## src/sv/sss_pkg.sv

```systemverilog
`timescale 1ns / 1ps
// ----------------------------------------------------------------------------
// sss_pkg
// Shared types, register map and character folding for the substring search.
// ----------------------------------------------------------------------------
package sss_pkg;

  typedef logic [7:0] char_t;

  // Register slots on the config bus (8-byte stride, slot = paddr[5:3])
  typedef enum logic [2:0] {
    REG_PATTERN          = 3'd0,
    REG_PATTERN_LEN      = 3'd1,
    REG_START_OFFSET     = 3'd2,
    REG_CASE_INSENSITIVE = 3'd3,
    REG_SEARCH_BACKWARD  = 3'd4
  } reg_slot_t;

  localparam int unsigned ADDR_BITS     = 6;
  localparam int unsigned DATA_BITS     = 64;
  localparam int unsigned LEN_BITS      = 4;
  localparam int unsigned OFFSET_BITS   = 16;
  localparam int unsigned OUT_POS_BITS  = 16;

  localparam char_t ASCII_UPPER_A = 8'h41;
  localparam char_t ASCII_UPPER_Z = 8'h5A;
  localparam char_t ASCII_CASE    = 8'h20;

  // Fold A-Z to a-z when folding is enabled
  function automatic char_t fold_char(input char_t c, input logic fold_en);
    char_t r;
    r = c;
    if (fold_en && (c >= ASCII_UPPER_A) && (c <= ASCII_UPPER_Z)) begin
      r = c + ASCII_CASE;
    end
    return r;
  endfunction

endpackage

```

## src/sv/substring_search_stream.sv

```systemverilog
`timescale 1ns / 1ps
// ----------------------------------------------------------------------------
// substring_search_stream
// Streaming pattern search over text bytes with first/last match reporting.
// ----------------------------------------------------------------------------
// Usage:
//   Input channel (in_valid / in_stall): one text byte per request, with
//   in_last_byte marking the final byte of a text. A byte request is taken
//   every cycle; in_stall only rises when a finished result is still held
//   in the output register, the receiver stalls it, and the byte waiting in
//   the input register is the last byte of the next text.
//   Result channel (out_valid / out_stall): exactly one request per text,
//   issued for its last byte: out_found and out_match_position.
//   Configuration: APB-style port, 64-bit data, registers at paddr 8*i.
//   Write it only while no text is in flight.
// Throughput: 1 byte per cycle sustained while in_stall stays low. A last
//   byte goes from the input register through the window compare into the
//   result register; a result still held in the output register can stall
//   it in the input register. The compare of up to MAX_PATTERN bytes in
//   parallel sets the depth of the one combinational stage.
// Reset: clears the stream state, config registers and both valid flags.
// ----------------------------------------------------------------------------
module substring_search_stream #(
  parameter int unsigned MAX_PATTERN   = 8,
  parameter int unsigned POSITION_BITS = 16
) (
  input  logic                                clk,
  input  logic                                rst_n,
  // text input
  input  logic                                in_valid,
  output logic                                in_stall,
  input  logic [7:0]                          in_text_byte,
  input  logic                                in_last_byte,
  // result output
  output logic                                out_valid,
  input  logic                                out_stall,
  output logic                                out_found,
  output logic [sss_pkg::OUT_POS_BITS-1:0]    out_match_position,
  // configuration
  input  logic                                psel,
  input  logic                                penable,
  input  logic                                pwrite,
  input  logic [sss_pkg::ADDR_BITS-1:0]       paddr,
  input  logic [sss_pkg::DATA_BITS-1:0]       pwdata,
  output logic [sss_pkg::DATA_BITS-1:0]       prdata,
  output logic                                pready
);

  // Counter saturates one bit above the position range so overflow is visible
  localparam int unsigned CW = POSITION_BITS + 1;
  localparam int unsigned SW = (POSITION_BITS > sss_pkg::OUT_POS_BITS) ?
                               POSITION_BITS : sss_pkg::OUT_POS_BITS;

  // --------------------------------------------------------------------------
  // Configuration registers
  // --------------------------------------------------------------------------
  logic [sss_pkg::DATA_BITS-1:0]   pattern_r;
  logic [sss_pkg::LEN_BITS-1:0]    pattern_len_r;
  logic [sss_pkg::OFFSET_BITS-1:0] start_offset_r;
  logic                            case_insensitive_r;
  logic                            search_backward_r;
  logic                            cfg_wr;
  sss_pkg::reg_slot_t              cfg_slot;

  assign pready   = 1'b1;
  assign cfg_wr   = psel & penable & pwrite & pready;
  assign cfg_slot = sss_pkg::reg_slot_t'(paddr[sss_pkg::ADDR_BITS-1:3]);

  always_ff @(posedge clk) begin
    if (!rst_n) begin
      pattern_r          <= '0;
      pattern_len_r      <= '0;
      start_offset_r     <= '0;
      case_insensitive_r <= 1'b0;
      search_backward_r  <= 1'b0;
    end else if (cfg_wr) begin
      case (cfg_slot)
        sss_pkg::REG_PATTERN:          pattern_r          <= pwdata;
        sss_pkg::REG_PATTERN_LEN:      pattern_len_r      <= pwdata[sss_pkg::LEN_BITS-1:0];
        sss_pkg::REG_START_OFFSET:     start_offset_r     <= pwdata[sss_pkg::OFFSET_BITS-1:0];
        sss_pkg::REG_CASE_INSENSITIVE: case_insensitive_r <= pwdata[0];
        sss_pkg::REG_SEARCH_BACKWARD:  search_backward_r  <= pwdata[0];
        default: ;  // unmapped slots: drop the write
      endcase
    end
  end

  always_comb begin
    prdata = '0;
    case (cfg_slot)
      sss_pkg::REG_PATTERN:          prdata = pattern_r;
      sss_pkg::REG_PATTERN_LEN:      prdata = sss_pkg::DATA_BITS'(pattern_len_r);
      sss_pkg::REG_START_OFFSET:     prdata = sss_pkg::DATA_BITS'(start_offset_r);
      sss_pkg::REG_CASE_INSENSITIVE: prdata = sss_pkg::DATA_BITS'(case_insensitive_r);
      sss_pkg::REG_SEARCH_BACKWARD:  prdata = sss_pkg::DATA_BITS'(search_backward_r);
      default:                       prdata = '0;
    endcase
  end

  // --------------------------------------------------------------------------
  // Handshake and input register
  // --------------------------------------------------------------------------
  logic                  s1_valid_r, s1_valid_nxt;
  sss_pkg::char_t        s1_byte_r;
  logic                  s1_last_r;
  logic                  out_valid_r, out_valid_nxt;
  logic                  out_found_r;
  logic [sss_pkg::OUT_POS_BITS-1:0] out_pos_r;

  logic in_acc;
  logic out_free;
  logic s1_adv;
  logic s1_done_last;

  // Output register can take a result if empty or being drained this edge
  assign out_free     = !out_valid_r || !out_stall;
  // Non-last bytes always advance; a last byte needs room in the output reg
  assign s1_adv       = s1_valid_r && (!s1_last_r || out_free);
  assign s1_done_last = s1_adv && s1_last_r;
  assign in_stall     = s1_valid_r && !s1_adv;
  assign in_acc       = in_valid && !in_stall;

  always_comb begin
    s1_valid_nxt = s1_valid_r;
    if (in_acc) begin
      s1_valid_nxt = 1'b1;
    end else if (s1_adv) begin
      s1_valid_nxt = 1'b0;
    end
  end

  always_comb begin
    out_valid_nxt = out_valid_r;
    if (s1_done_last) begin
      out_valid_nxt = 1'b1;
    end else if (out_valid_r && !out_stall) begin
      out_valid_nxt = 1'b0;
    end
  end

  always_ff @(posedge clk) begin
    if (!rst_n) begin
      s1_valid_r  <= 1'b0;
      out_valid_r <= 1'b0;
    end else begin
      s1_valid_r  <= s1_valid_nxt;
      out_valid_r <= out_valid_nxt;
    end
  end

  // Hold the payload while stalled; load on every accepted request
  always_ff @(posedge clk) begin
    if (in_acc) begin
      s1_byte_r <= in_text_byte;
      s1_last_r <= in_last_byte;
    end
  end

  // --------------------------------------------------------------------------
  // Stream state: window, byte count, recorded match
  // --------------------------------------------------------------------------
  sss_pkg::char_t          win_r   [MAX_PATTERN];
  sss_pkg::char_t          win_nxt [MAX_PATTERN];
  logic [CW-1:0]           cnt_r, cnt_nxt;
  logic                    seen_r, seen_nxt;
  logic [POSITION_BITS-1:0] best_r, best_nxt;

  logic [CW:0]              end_pos;
  logic [CW:0]              len_w;
  logic [CW:0]              start_w;
  logic [POSITION_BITS-1:0] start_lo;
  logic [SW-1:0]            start_cmp;
  logic [SW-1:0]            offset_cmp;
  logic [SW-1:0]            best_ext;
  logic                     len_ok;
  logic                     in_range;
  logic                     win_hit;
  logic                     hit;

  // Shift the new byte in at entry 0
  always_comb begin
    win_nxt[0] = s1_byte_r;
    for (int i = 1; i < MAX_PATTERN; i++) begin
      win_nxt[i] = win_r[i-1];
    end
  end

  assign end_pos  = {1'b0, cnt_r} + (CW+1)'(1);
  assign len_w    = (CW+1)'(pattern_len_r);
  assign start_w  = end_pos - len_w;
  assign start_lo = start_w[POSITION_BITS-1:0];
  assign len_ok   = (pattern_len_r != '0) &&
                    (pattern_len_r <= sss_pkg::LEN_BITS'(MAX_PATTERN)) &&
                    (end_pos >= len_w);
  // Ignore starts past the position range
  assign in_range = (start_w[CW:POSITION_BITS] == '0);
  assign start_cmp  = SW'(start_lo);
  assign offset_cmp = SW'(start_offset_r);

  // Pattern byte k lines up with window entry len-1-k
  always_comb begin
    logic [sss_pkg::LEN_BITS-1:0] tap;
    sss_pkg::char_t               t;
    sss_pkg::char_t               p;
    win_hit = 1'b1;
    for (int k = 0; k < MAX_PATTERN; k++) begin
      tap = pattern_len_r - sss_pkg::LEN_BITS'(1) - sss_pkg::LEN_BITS'(k);
      t   = '0;
      for (int j = 0; j < MAX_PATTERN; j++) begin
        if (tap == sss_pkg::LEN_BITS'(j)) begin
          t = win_nxt[j];
        end
      end
      p = pattern_r[8*k +: 8];
      if ((sss_pkg::LEN_BITS'(k) < pattern_len_r) &&
          (sss_pkg::fold_char(p, case_insensitive_r) !=
           sss_pkg::fold_char(t, case_insensitive_r))) begin
        win_hit = 1'b0;
      end
    end
  end

  assign hit = len_ok && in_range && win_hit;

  // Record the match: backward keeps the latest at or before the start offset, forward keeps the first at or after it
  always_comb begin
    seen_nxt = seen_r;
    best_nxt = best_r;
    if (hit) begin
      if (search_backward_r) begin
        if (start_cmp <= offset_cmp) begin
          seen_nxt = 1'b1;
          best_nxt = start_lo;
        end
      end else if (!seen_r && (start_cmp >= offset_cmp)) begin
        seen_nxt = 1'b1;
        best_nxt = start_lo;
      end
    end
  end

  // Saturate the byte count
  assign cnt_nxt  = (&cnt_r) ? cnt_r : end_pos[CW-1:0];
  assign best_ext = SW'(best_nxt);

  always_ff @(posedge clk) begin
    if (!rst_n) begin
      cnt_r  <= '0;
      seen_r <= 1'b0;
      best_r <= '0;
      for (int i = 0; i < MAX_PATTERN; i++) begin
        win_r[i] <= '0;
      end
    end else if (s1_adv) begin
      if (s1_last_r) begin
        // End of text: clear the stream state for the next one
        cnt_r  <= '0;
        seen_r <= 1'b0;
        best_r <= '0;
        for (int i = 0; i < MAX_PATTERN; i++) begin
          win_r[i] <= '0;
        end
      end else begin
        cnt_r  <= cnt_nxt;
        seen_r <= seen_nxt;
        best_r <= best_nxt;
        for (int i = 0; i < MAX_PATTERN; i++) begin
          win_r[i] <= win_nxt[i];
        end
      end
    end
  end

  // Result register: load on the last byte, hold while stalled
  always_ff @(posedge clk) begin
    if (s1_done_last) begin
      out_found_r <= seen_nxt;
      out_pos_r   <= seen_nxt ? best_ext[sss_pkg::OUT_POS_BITS-1:0] : '0;
    end
  end

  assign out_valid          = out_valid_r;
  assign out_found          = out_found_r;
  assign out_match_position = out_pos_r;

endmodule
```

## config.mk

```make
export PLATFORM = sky130hd
export DESIGN_NAME = substring_search_stream
export DESIGN_NICKNAME = d
export VERILOG_FILES = /design/src/sv/sss_pkg.sv /design/src/sv/substring_search_stream.sv
export SDC_FILE = /design/constraint.sdc
export NUM_CORES = 1
export LEC_CHECK = 0
export ABC_AREA = 1
export BUFFER_PORTS_ARGS = -buffer_cell sky130_fd_sc_hd__buf_2
export CAP_MARGIN = 20
export CORE_ASPECT_RATIO = 0.5
export CORE_MARGIN = 2
export CORE_UTILIZATION = 50
export DETAILED_ROUTE_END_ITERATION = 6
export HOLD_SLACK_MARGIN = 0.02
export PLACE_DENSITY = 0.79
export SYNTH_ARGS = -nofsm -noshare
export SYNTH_HDL_FRONTEND = slang
export SYNTH_SLANG_ARGS = --single-unit
```

## constraint.sdc

```tcl
create_clock -name clk -period 6.3 [get_ports clk]
set_input_delay 0.63 -clock clk [delete_from_list [all_inputs] [get_ports clk]]
set_output_delay 0.63 -clock clk [all_outputs]
set_load 0.02 [all_outputs]
```

Word level (Yosys, flattened, before mapping)
Memory sizes are Yosys's and may differ from the RTL's.
Cells that the tools add are included.
{"block": "word_totals", "in_bits": 86, "ramBits": 64, "register_bits": 148, "output_inout_bits": 84, "wordCells": 380, "memories": 1}
{"block": "op_classes", "reduce_logical": 78, "n_bitwise": 18, "eq_ne": 69, "order_cmp": 44, "add_sub_neg": 26, "muxes": 130}
{"name": "win_r", "words": 8, "width": 8, "read_ports": 7, "rd_clocked_by_memory_dff": 0, "wr": 8, "line_no": "substring_search_stream.sv:162", "rtl": "sss_pkg::char_t win_r [MAX_PATTERN];"}
{"operator": "8-bit two-way mux", "n": 96}
{"operator": "64-bit one-hot mux with 5 select lines", "n": 1}
{"operator": "8-bit by 6-bit adder with 8-bit output, second input constant", "n": 16}
{"operator": "4-bit by 3-bit == test with 1-bit output, second input constant", "n": 32}
{"operator": "8-bit by 7-bit greater-or-equal comparator with 1-bit output, second input constant", "n": 16}
{"operator": "8-bit by 7-bit <= comparator with 1-bit output, second input constant", "n": 16}
{"operator": "16-bit two-way mux", "n": 5}
{"operator": "4-bit by 2-bit == test with 1-bit output, second input constant", "n": 16}
{"operator": "8-bit != test", "n": 8}
{"operator": "1-bit logical AND", "n": 50}
{"operator": "17-bit two-way mux", "n": 2}
{"operator": "4-bit by 1-bit == test with 1-bit output, second input constant", "n": 8}
{"operator": "4-bit zero test", "n": 8}
{"operator": "1-bit two-way mux", "n": 26}
{"operator": "17-bit by 1-bit adder with 18-bit output, second input constant", "n": 1}
{"operator": "18-bit by 4-bit greater-or-equal comparator with 1-bit output", "n": 1}
{"operator": "18-bit by 4-bit subtractor with 18-bit output", "n": 1}
{"operator": "17-bit AND reduction", "n": 1}
{"operator": "16-bit greater-or-equal comparator", "n": 1}
{"operator": "16-bit <= comparator", "n": 1}
{"operator": "3-bit by 4-bit less-than comparator with 1-bit output, first input constant", "n": 4}
{"operator": "1-bit OR", "n": 16}
{"operator": "4-bit by 3-bit subtractor with 4-bit output, second input constant", "n": 4}
{"operator": "2-bit AND reduction", "n": 6}
{"operator": "16 further kinds", "n": 29}

Longest topological paths before layout
Gate-level depths: netlist of run 1.
{"block": "logic_depth", "depth_word": 27, "mapped_depth": 41, "ltp_nobuf": 39}

Least setup slack after synthesis of run 1
No wires, ideal clock.
{"block": "synth_path", "path_kind": "reg2reg", "from": "reg cnt_r[0]", "to": "reg out_pos_r (netlist bit out_match_position[11]), data pin", "path_stages_with_launch": 31, "t_arrival_ps": 4212, "slack_ps": 1838, "setup_ps": 251, "t_required_ps": 6049, "period_less_slack_ps": 4462, "path_buffers": 1, "path_cell_list": "dfxtp_1 -> ha_1 -> xor2_1 -> ha_1 -> a21oi_1 -> o31ai_1 -> inv_1 -> nor2_1 -> inv_1 -> nand2_1 -> nor3_1 -> nand3_1 -> nor3_2 -> nand2_1 -> nor3_1 -> xor2_1 -> ha_1 -> a21oi_1 -> o221a_2 -> nand3_1 -> nand2_1 -> inv_1 -> nand2_1 -> nand2_1 -> inv_1 -> clkbuf_1 -> nand2_1 -> o21ai_0 -> nand3_1 -> nand2_1 -> nor2_1"}
{"block": "synth_between", "elab_chain_len": 7, "word_cells_on_any_way": 18, "classes_between": "add/sub: 2; order compare: 3; mux: 8; reduce/logical: 5"}
{"item": "start: declaration", "line_no": "substring_search_stream.sv:164", "rtl": "logic [CW-1:0] cnt_r, cnt_nxt;"}
{"item": "start signal: assignment", "line_no": "substring_search_stream.sv:264", "rtl": "cnt_r <= cnt_nxt;"}
{"item": "17-bit by 1-bit adder with 18-bit output (*)", "line_no": "substring_search_stream.sv:188", "rtl": "assign end_pos = {1'b0, cnt_r} + (CW+1)'(1);"}
{"item": "18-bit by 4-bit subtractor with 18-bit output", "line_no": "substring_search_stream.sv:190", "rtl": "assign start_w = end_pos - len_w;"}
{"item": "16-bit greater-or-equal comparator", "line_no": "substring_search_stream.sv:235", "rtl": "end else if (!seen_r && (start_cmp >= offset_cmp)) begin"}
{"item": "1-bit logical AND", "line_no": "substring_search_stream.sv:235"}
{"item": "16-bit two-way mux or 1-bit two-way mux (tied branches)", "line_no": "substring_search_stream.sv:235"}
{"item": "16-bit two-way mux or 1-bit two-way mux (tied branches)", "line_no": "substring_search_stream.sv:230", "rtl": "if (search_backward_r) begin"}
{"item": "16-bit two-way mux or 1-bit two-way mux (tied branches)", "line_no": "substring_search_stream.sv:229", "rtl": "if (hit) begin"}
{"item": "end signal: assignment", "line_no": "substring_search_stream.sv:278", "rtl": "out_pos_r <= seen_nxt ? best_ext[sss_pkg::OUT_POS_BITS-1:0] : '0;"}
{"item": "end: declaration", "line_no": "substring_search_stream.sv:108", "rtl": "logic [sss_pkg::OUT_POS_BITS-1:0] out_pos_r;"}
Mark *: on every way between the ends. The rest lies on a longest branch, timed or not.
A chain may end at the register's enable or synchronous reset.

Worst setup path after layout of run 1
{"block": "layout_path", "from": "reg pattern_len_r[1] (netlist bit)", "to": "reg out_pos_r (netlist bit out_match_position[8]), data pin"}
{"block": "layout_between", "elab_chain_len": 26, "word_cells_on_any_way": 236, "classes_between": "add/sub: 17; order compare: 28; eq/ne: 64; mux: 88; reduce/logical: 39"}
{"item": "start: declaration", "line_no": "substring_search_stream.sv:58", "rtl": "logic [sss_pkg::LEN_BITS-1:0] pattern_len_r;"}
{"item": "start signal: assignment", "line_no": "substring_search_stream.sv:79", "rtl": "sss_pkg::REG_PATTERN_LEN: pattern_len_r <= pwdata[sss_pkg::LEN_BITS-1:0];"}
{"item": "4-bit by 1-bit subtractor with 4-bit output", "line_no": "substring_search_stream.sv:207", "rtl": "tap = pattern_len_r - sss_pkg::LEN_BITS'(1) - sss_pkg::LEN_BITS'(k);"}
{"item": "4-bit by 1-bit subtractor with 4-bit output or 4-bit zero test (tied branches)", "line_no": "substring_search_stream.sv:207, substring_search_stream.sv:210"}
{"item": "4-bit zero test or 8-bit two-way mux (tied branches)", "line_no": "substring_search_stream.sv:210", "rtl": "if (tap == sss_pkg::LEN_BITS'(j)) begin"}
{"item": "8-bit two-way mux (7 in a row)", "line_no": "substring_search_stream.sv:210"}
{"item": "8-bit two-way mux or 8-bit by 7-bit greater-or-equal comparator with 1-bit output (tied branches)", "line_no": "substring_search_stream.sv:210, sss_pkg.sv:33"}
{"item": "8-bit by 7-bit greater-or-equal comparator with 1-bit output or 1-bit logical AND (tied branches)", "line_no": "sss_pkg.sv:33", "rtl": "if (fold_en && (c >= ASCII_UPPER_A) && (c <= ASCII_UPPER_Z)) begin"}
{"item": "1-bit logical AND", "line_no": "sss_pkg.sv:33"}
{"item": "1-bit logical AND or 8-bit two-way mux (tied branches)", "line_no": "sss_pkg.sv:33"}
{"item": "8-bit two-way mux or 8-bit != test (tied branches)", "line_no": "sss_pkg.sv:33, substring_search_stream.sv:216"}
{"item": "8-bit != test or 1-bit logical AND (tied branches)", "line_no": "substring_search_stream.sv:216, substring_search_stream.sv:215"}
{"item": "1-bit logical AND or 1-bit two-way mux (tied branches)", "line_no": "substring_search_stream.sv:215", "rtl": "if ((sss_pkg::LEN_BITS'(k) < pattern_len_r) &&"}
{"item": "1-bit two-way mux (7 in a row)", "line_no": "substring_search_stream.sv:215"}
{"item": "1-bit logical AND", "line_no": "substring_search_stream.sv:223", "rtl": "assign hit = len_ok && in_range && win_hit;"}
{"item": "1-bit two-way mux (*)", "line_no": "substring_search_stream.sv:229"}
{"item": "via seen_nxt", "line_no": "substring_search_stream.sv:165", "rtl": "logic seen_r, seen_nxt;"}
Mark *: on every way through the listed nets, which the timed path passes. The rest lies on a longest branch.

==> results.json, run 1 <==
{
  "htreeDepth": 1,
  "r2r-start": "pattern_len_r[1]",
  "fin_ws_ns": 0.480,
  "die_w_um": 274,
  "path_common_cell": "nand2_1",
  "ioPinCount": 170,
  "final_area_um2": 20100,
  "grt_max_degree": 90,
  "p_sw_mw": 1.16,
  "hold_start": "in_text_byte[1]",
  "ys_seq_area_share_pct": 26.5,
  "crit_fanout": 16,
  "reg2reg_depth": 35,
  "max_slew_margin_pct": 39.2,
  "rsz0062_at_grt": "false",
  "hpwl_mm": 52.5,
  "cts_root_buffer": "clkbuf_16",
  "power.clock.fraction_pct": 39.4,
  "ys_ff_latch": 204,
  "avgSynthCellArea_um2": 5.89,
  "tns_ns": 0,
  "powerDensity_nw_per_um2": 175,
  "hp-class": "input port to flip-flop",
  "die_y_um": 139,
  "dpl_cell_area_um2": 19300,
  "grt_pass1_wl_mm": 105,
  "slowest_delay_ns": 0.48,
  "wl_per_cell_um": 18.5,
  "vdd_drop_max_uv": 173,
  "synth_enable_flop_cells": 74,
  "worstPathArrival_ns": 6.23,
  "cts_max_path_buffers": 3,
  "end_kind": "flip-flop",
  "whs_ns": 0.231,
  "power_mw": 3.52,
  "tightestPinTransition_ns": 0.905,
  "vias": 20900,
  "drive_gt1_share_pct": 10.0,
  "p_leak_nw": 9.35,
  "grt_antenna_before_repair": 1,
  "dr.pass1.iters": 6,
  "grt.total_usage_pct": 35.2,
  "grt-ovfl-total": 0,
  "power_frac_seq_pct": 41.6,
  "rows": 49,
  "cts_setup_buffers": 0,
  "synth_nets": 3223,
  "drc": 0,
  "yosysUniqueCellTypes": 53,
  "fp.coreArea_um2": 35900,
  "clkLatencyLatePin_ns": 0.57,
  "clkTransAtPathRegs_ns": 0.08,
  "n_fill_cell": 3690,
  "tritoncts": "done",
  "cts.sinks": 204,
  "start_kind": "flip-flop",
  "postRouteAntennaNets": 0,
  "final_common_cell": "nand2_1",
  "p_comb_share_pct": 19.0,
  "synthArstFlopShare_pct": 0,
  "p_sw_share_pct": 32.9,
  "r2r_slack_ns": 0.48,
  "setup_viol": 0,
  "status": "finished clean",
  "port_buffers": 165,
  "grt_pass1_vias": 18700,
  "place_ws_ns": 0.496,
  "mostFrequentLayoutCells": "nand2_1, inv_1, nor2_1",
  "crit_type": "flip-flop to flip-flop",
  "timing.rr.end": "out_match_position[8]",
  "cts.repair.resized": 0,
  "hold_end": "s1_byte_r[1]",
  "viasPerCell": 5.66,
  "min_period_ns": 5.82,
  "gp_congestion": 1.05,
  "holdPathStages": 1,
  "nets": 3319,
  "p_int_mw": 2.36,
  "critPathRequiredTime_ns": 6.72,
  "synth_warnings": 0,
  "ys.flop_type": "dfxtp_1",
  "max-cap-violations": 0,
  "finalClockSkew_ns": 0.0400,
  "numCtsBuffers": 22,
  "max_freq_mhz": 172,
  "netlist_area_um2": 18200,
  "finalCritPeriodShare_pct": 92.4,
  "syn2layout_area_growth_pct": 10.4,
  "initial_core_util_pct": 50.7,
  "crit_slowest_cell": "dfxtp_1",
  "drv_slew": 0,
  "fp.dieArea_um2": 38000,
  "postCtsHoldBufs": 0,
  "finalHoldViolCount": 0,
  "drt_wl_total_mm": 68.0,
  "synthCells": 3088,
  "drt_iter0_drc": 2809
}
==> power by group through the flow <==
stage / logic, mW / clock network (mW) / registers [mW]
floorplan: 0.434 / 0 / 1.45
global placement: 0.629 / 0 / 1.48
detailed placement: 0.639 / 0 / 1.48
CTS: 0.643 / 1.39 / 1.45
global route: 0.740 / 1.44 / 1.46
finish: 0.666 / 1.39 / 1.46
==> final cells by class <==
cell class                 count  area [µm²]  share of cell area, %
inverter                     492        1850                   9.22
clock buffer                  30         612                   3.05
timing repair buffer         205        1130                   5.61
clock inverter                10         120                  0.599
multi-input combinational   2259       10900                   54.4
sequential                   204        4820                   24.0
antenna                        1        2.50                 0.0125
tap                          484         606                   3.02
==> kinds of logic after synthesis <==
group / after synthesis / share of synthesized area, %
fa+ha+maj: 49 / 3.41
flops: 204 / 26.5
buf+inv: 625 / 13.5
simple gates: 1609 / 37.8
xor+xnor: 59 / 2.92
other cells: 1 / 0.0206
compound gates: 541 / 15.8
==> per-layer routing <==
layer / vias to the layer above / part of all wire, % / track usage, %
met2: 1009 / 40 / 50.2
met1: 9602 / 44 / 51.4
met5: - / 0 / 0
li1: 10200 / - / -
met4: 0 / 1.9 / 7.56
met3: 95 / 14 / 11.1
==> worst max path at each step <==
stage | start | end | slack [ns]
global route | pattern_len_r[1] | out_match_position[2] | 0.006
finish | pattern_len_r[1] | out_match_position[8] | 0.48
global placement | pattern_len_r[1] | out_match_position[2] | 0.57
floorplan | cnt_r[0] | out_match_position[11] | 1.84
CTS | pattern_len_r[1] | out_match_position[8] | 0.43
detailed placement | pattern_len_r[1] | out_match_position[4] | 0.50
==> flip-flops by register name (all words and copies together) (netlist names), 4 cells and up <==
signal and count:
pattern_r 64, offset_cmp 16, best_r 16, out_match_position 16, s1_byte_r 8, cnt_r 17
win_r 56, pattern_len_r 4
==> cells in the mapped netlist (6+ instances only) <==
library cell | number | share of area, %
nand4_1 | 101 | 3.5
clkbuf_2 | 6 | 0.17
nand2_2 | 12 | 0.41
xor2_1 | 50 | 2.4
nor3_1 | 19 | 0.52
inv_2 | 24 | 0.50
xnor2_1 | 8 | 0.39
nor2_2 | 17 | 0.58
nand2_1 | 862 | 18
nor2_1 | 304 | 6.3
edfxtp_1 | 74 | 12
a21oi_2 | 7 | 0.34
nand3b_1 | 12 | 0.50
o21ai_1 | 27 | 0.74
nand3_1 | 259 | 7.1
inv_1 | 464 | 9.6
buf_2 | 36 | 0.99
a21oi_1 | 215 | 5.9
nor4_1 | 10 | 0.34
dfxtp_1 | 130 | 14
ha_1 | 48 | 3.3
o22ai_1 | 22 | 0.76
buf_1 | 9 | 0.19
o311ai_0 | 6 | 0.29
buf_4 | 7 | 0.29
clkbuf_1 | 71 | 1.5
o21ai_0 | 240 | 6.6
==> critical path, delay by kind of cell, from the launching register on <==
family          cells  cell delay, ns
flops               1            0.48
simple gates       25            3.53
compound gates      2            0.31
buf+inv             6            0.77
fa+ha+maj           2            0.53
==> stage by stage <==
| stage | util [%] | cells |
|---|---|---|
| finish | 56.0 | 3685 |
| global route | 55.9 | 3684 |
| CTS | 55.9 | 3684 |
| detailed placement | 53.8 | 3644 |
| global placement | 53.8 | 3644 |
| floorplan | - | 3088 |
No activity file was read; power rests on OpenSTA's default activity.
==> run 2: changes to the inputs <==
--- a/config.mk
+++ b/config.mk
@@ -8,12 +8,14 @@
 export ABC_AREA = 1
 export BUFFER_PORTS_ARGS = -buffer_cell sky130_fd_sc_hd__buf_2
 export CAP_MARGIN = 20
+export CELL_PAD_IN_SITES_DETAIL_PLACEMENT = 0
+export CELL_PAD_IN_SITES_GLOBAL_PLACEMENT = 1
 export CORE_ASPECT_RATIO = 0.5
 export CORE_MARGIN = 2
-export CORE_UTILIZATION = 50
+export CORE_UTILIZATION = 42
 export DETAILED_ROUTE_END_ITERATION = 6
 export HOLD_SLACK_MARGIN = 0.02
-export PLACE_DENSITY = 0.79
+export PLACE_DENSITY = 0.91
 export SYNTH_ARGS = -nofsm -noshare
 export SYNTH_HDL_FRONTEND = slang
 export SYNTH_SLANG_ARGS = --single-unit
==> run 2 against run 1 <==
  * Fmax increased by 2.8%
  * Combinational power about the same
  * Sequential power about the same
  * Clock-buffer cell count unchanged
  * Die area increased by 19%
  * Design area increased by 1.0%
  * Utilization decreased by 8.1 points
  * Hold slack improved by 0.012 ns
  * Clock power increased by 8%
  * Global-route usage decreased by 5.4 points
  * Via count decreased by 2.0%
  * Register-to-register slack improved by 0.16 ns
==> results.json, run 2 (same netlist as run 1, synthesis figures left out) <==
{
  "viasPerCell": 5.41,
  "fp.coreArea_um2": 42400,
  "tritoncts": "done",
  "finalCritPeriodShare_pct": 89.9,
  "postCtsHoldBufs": 0,
  "end_kind": "flip-flop",
  "final_common_cell": "nand2_1",
  "syn2layout_area_growth_pct": 11.5,
  "worstPathArrival_ns": 5.96,
  "start_kind": "flip-flop",
  "cts.sinks": 204,
  "crit_cells": 35,
  "slowest_delay_ns": 0.46,
  "cts_setup_buffers": 0,
  "reg_top3": "pattern_r x64, win_r x56, cnt_r x17",
  "setup_viol": 0,
  "grt_pass1_vias": 17900,
  "nets": 3320,
  "grt_pass1_wl_mm": 104,
  "port_buffers": 165,
  "p_sw_mw": 1.17,
  "r2r_slack_ns": 0.64,
  "clkLatencyLatePin_ns": 0.56,
  "timing.critical_path.buf_inv": 7,
  "initial_core_util_pct": 42.9,
  "regMostFlops": "pattern_r",
  "fp.dieArea_um2": 45100,
  "hp-class": "input port to flip-flop",
  "finalClockSkew_ns": 0.0281,
  "grt-ovfl-total": 0,
  "ioPinCount": 170,
  "tns_ns": 0,
  "drt-met1-wl_mm": 31.2,
  "powerDensity_nw_per_um2": 179,
  "drc": 0,
  "status": "finished clean",
  "gp_congestion": 1.00,
  "clkTransAtPathRegs_ns": 0.07,
  "die_y_um": 151,
  "holdPathStages": 1,
  "p_int_mw": 2.46,
  "p_comb_share_pct": 18.4,
  "crit_fanout": 25,
  "routed.top_layer": "met4",
  "grt_max_degree": 90,
  "hpwl_mm": 53.8,
  "wl_met3_mm": 8.29,
  "placed_cells": 3736,
  "rows": 53,
  "largest_reg_flops": 64,
  "crit_slowest_cell": "dfxtp_1",
  "crit_type": "flip-flop to flip-flop",
  "reg2reg_depth": 35,
  "die_w_um": 298,
  "max_freq_mhz": 177,
  "mostFrequentLayoutCells": "nand2_1, inv_1, nor2_1",
  "wl_per_cell_um": 18.3,
  "fin_cells": 3780,
  "power_frac_seq_pct": 40.2,
  "min_period_ns": 5.66,
  "tightestPinTransition_ns": 0.943,
  "cts.repair.resized": 0,
  "rsz0062_at_grt": "false",
  "drt_wl_total_mm": 69.3,
  "htreeDepth": 1,
  "critPathRequiredTime_ns": 6.60,
  "numCtsBuffers": 23,
  "p_leak_nw": 9.42,
  "power.clock.fraction_pct": 41.4,
  "drt_iter0_drc": 2408,
  "postRouteAntennaNets": 0,
  "drv_slew": 0,
  "p_sw_share_pct": 32.1,
  "cts_root_buffer": "clkbuf_16",
  "max_slew_margin_pct": 37.1,
  "vdd_drop_max_uv": 173,
  "dr_wl_met2_mm": 28.5,
  "cp_top_family": "simple AND/OR/NAND/NOR gates",
  "n_fill_cell": 4496,
  "dr.pass1.iters": 6,
  "vias": 20400,
  "grt.total_usage_pct": 29.8,
  "cts_max_path_buffers": 3,
  "grt_antenna_before_repair": 0,
  "finalHoldViolCount": 0,
  "max-cap-violations": 0,
  "drive_gt1_share_pct": 10.2,
  "path_common_cell": "nand2_1"
}
[run 2: cell types whose count changed in the layout (fill, tap and decap cells not counted), moves of 2 or more]
cell       previous run  this run
inv_6                 0         4
nor2_2               20        18
clkbuf_1              6         1
clkbuf_8              1         3
clkinv_8              2         0
nor2_1              301       303
nand2_1             859       861
clkinv_2              3         6
clkbuf_16            23        26
clkinv_1              6         3
[run 2: path summary, 6_finish.rpt]
path,from,to
worst min register to register,best_r[2],best_r[2]
worst min-delay path,in_text_byte[0],s1_byte_r[0]
worst max-delay path,pattern_len_r[0],out_match_position[8]
worst max register to register,pattern_len_r[0],out_match_position[8]
[run 2: through the flow]
step,hold slack [ns],power [mW],setup WS [ns],utilization (%),cell area [µm²]
2_1_floorplan,0.426,1.89,1.84,-,18200
3_3_place_gp,0.437,2.12,0.848,45.8,19400
3_5_place_dp,0.439,2.13,0.763,45.8,19400
4_1_cts,0.226,3.62,0.732,47.8,20200
5_1_grt,0.226,3.76,0.0222,47.8,20300
6_report,0.243,3.63,0.639,47.8,20300
[run 2: area by class of cell]
| type | count | area [µm²] | share of cell area, % |
|---|---|---|---|
| Sequential cell | 204 | 4820 | 23.8 |
| Inverter | 492 | 1850 | 9.13 |
| Multi-Input combinational cell | 2259 | 10900 | 53.8 |
| Antenna cell | 1 | 2.50 | 0.0123 |
| Timing Repair Buffer | 205 | 1150 | 5.65 |
| Clock buffer | 30 | 696 | 3.43 |
| Clock inverter | 12 | 128 | 0.629 |
| Tap cell | 577 | 722 | 3.56 |
[run 2: power groups by stage]
| stage | logic, mW | clock network, mW | registers (mW) |
|---|---|---|---|
| global route | 0.737 | 1.56 | 1.46 |
| global placement | 0.638 | 0 | 1.48 |
| CTS | 0.650 | 1.52 | 1.45 |
| floorplan | 0.434 | 0 | 1.45 |
| finish | 0.667 | 1.50 | 1.46 |
| detailed placement | 0.646 | 0 | 1.48 |
[run 2: metal layers]
layer	up-vias	GRT usage, %
met5	-	0
met4	0	6.26
met3	81	6.71
met2	843	44.5
met1	9372	43.5
li1	10100	-
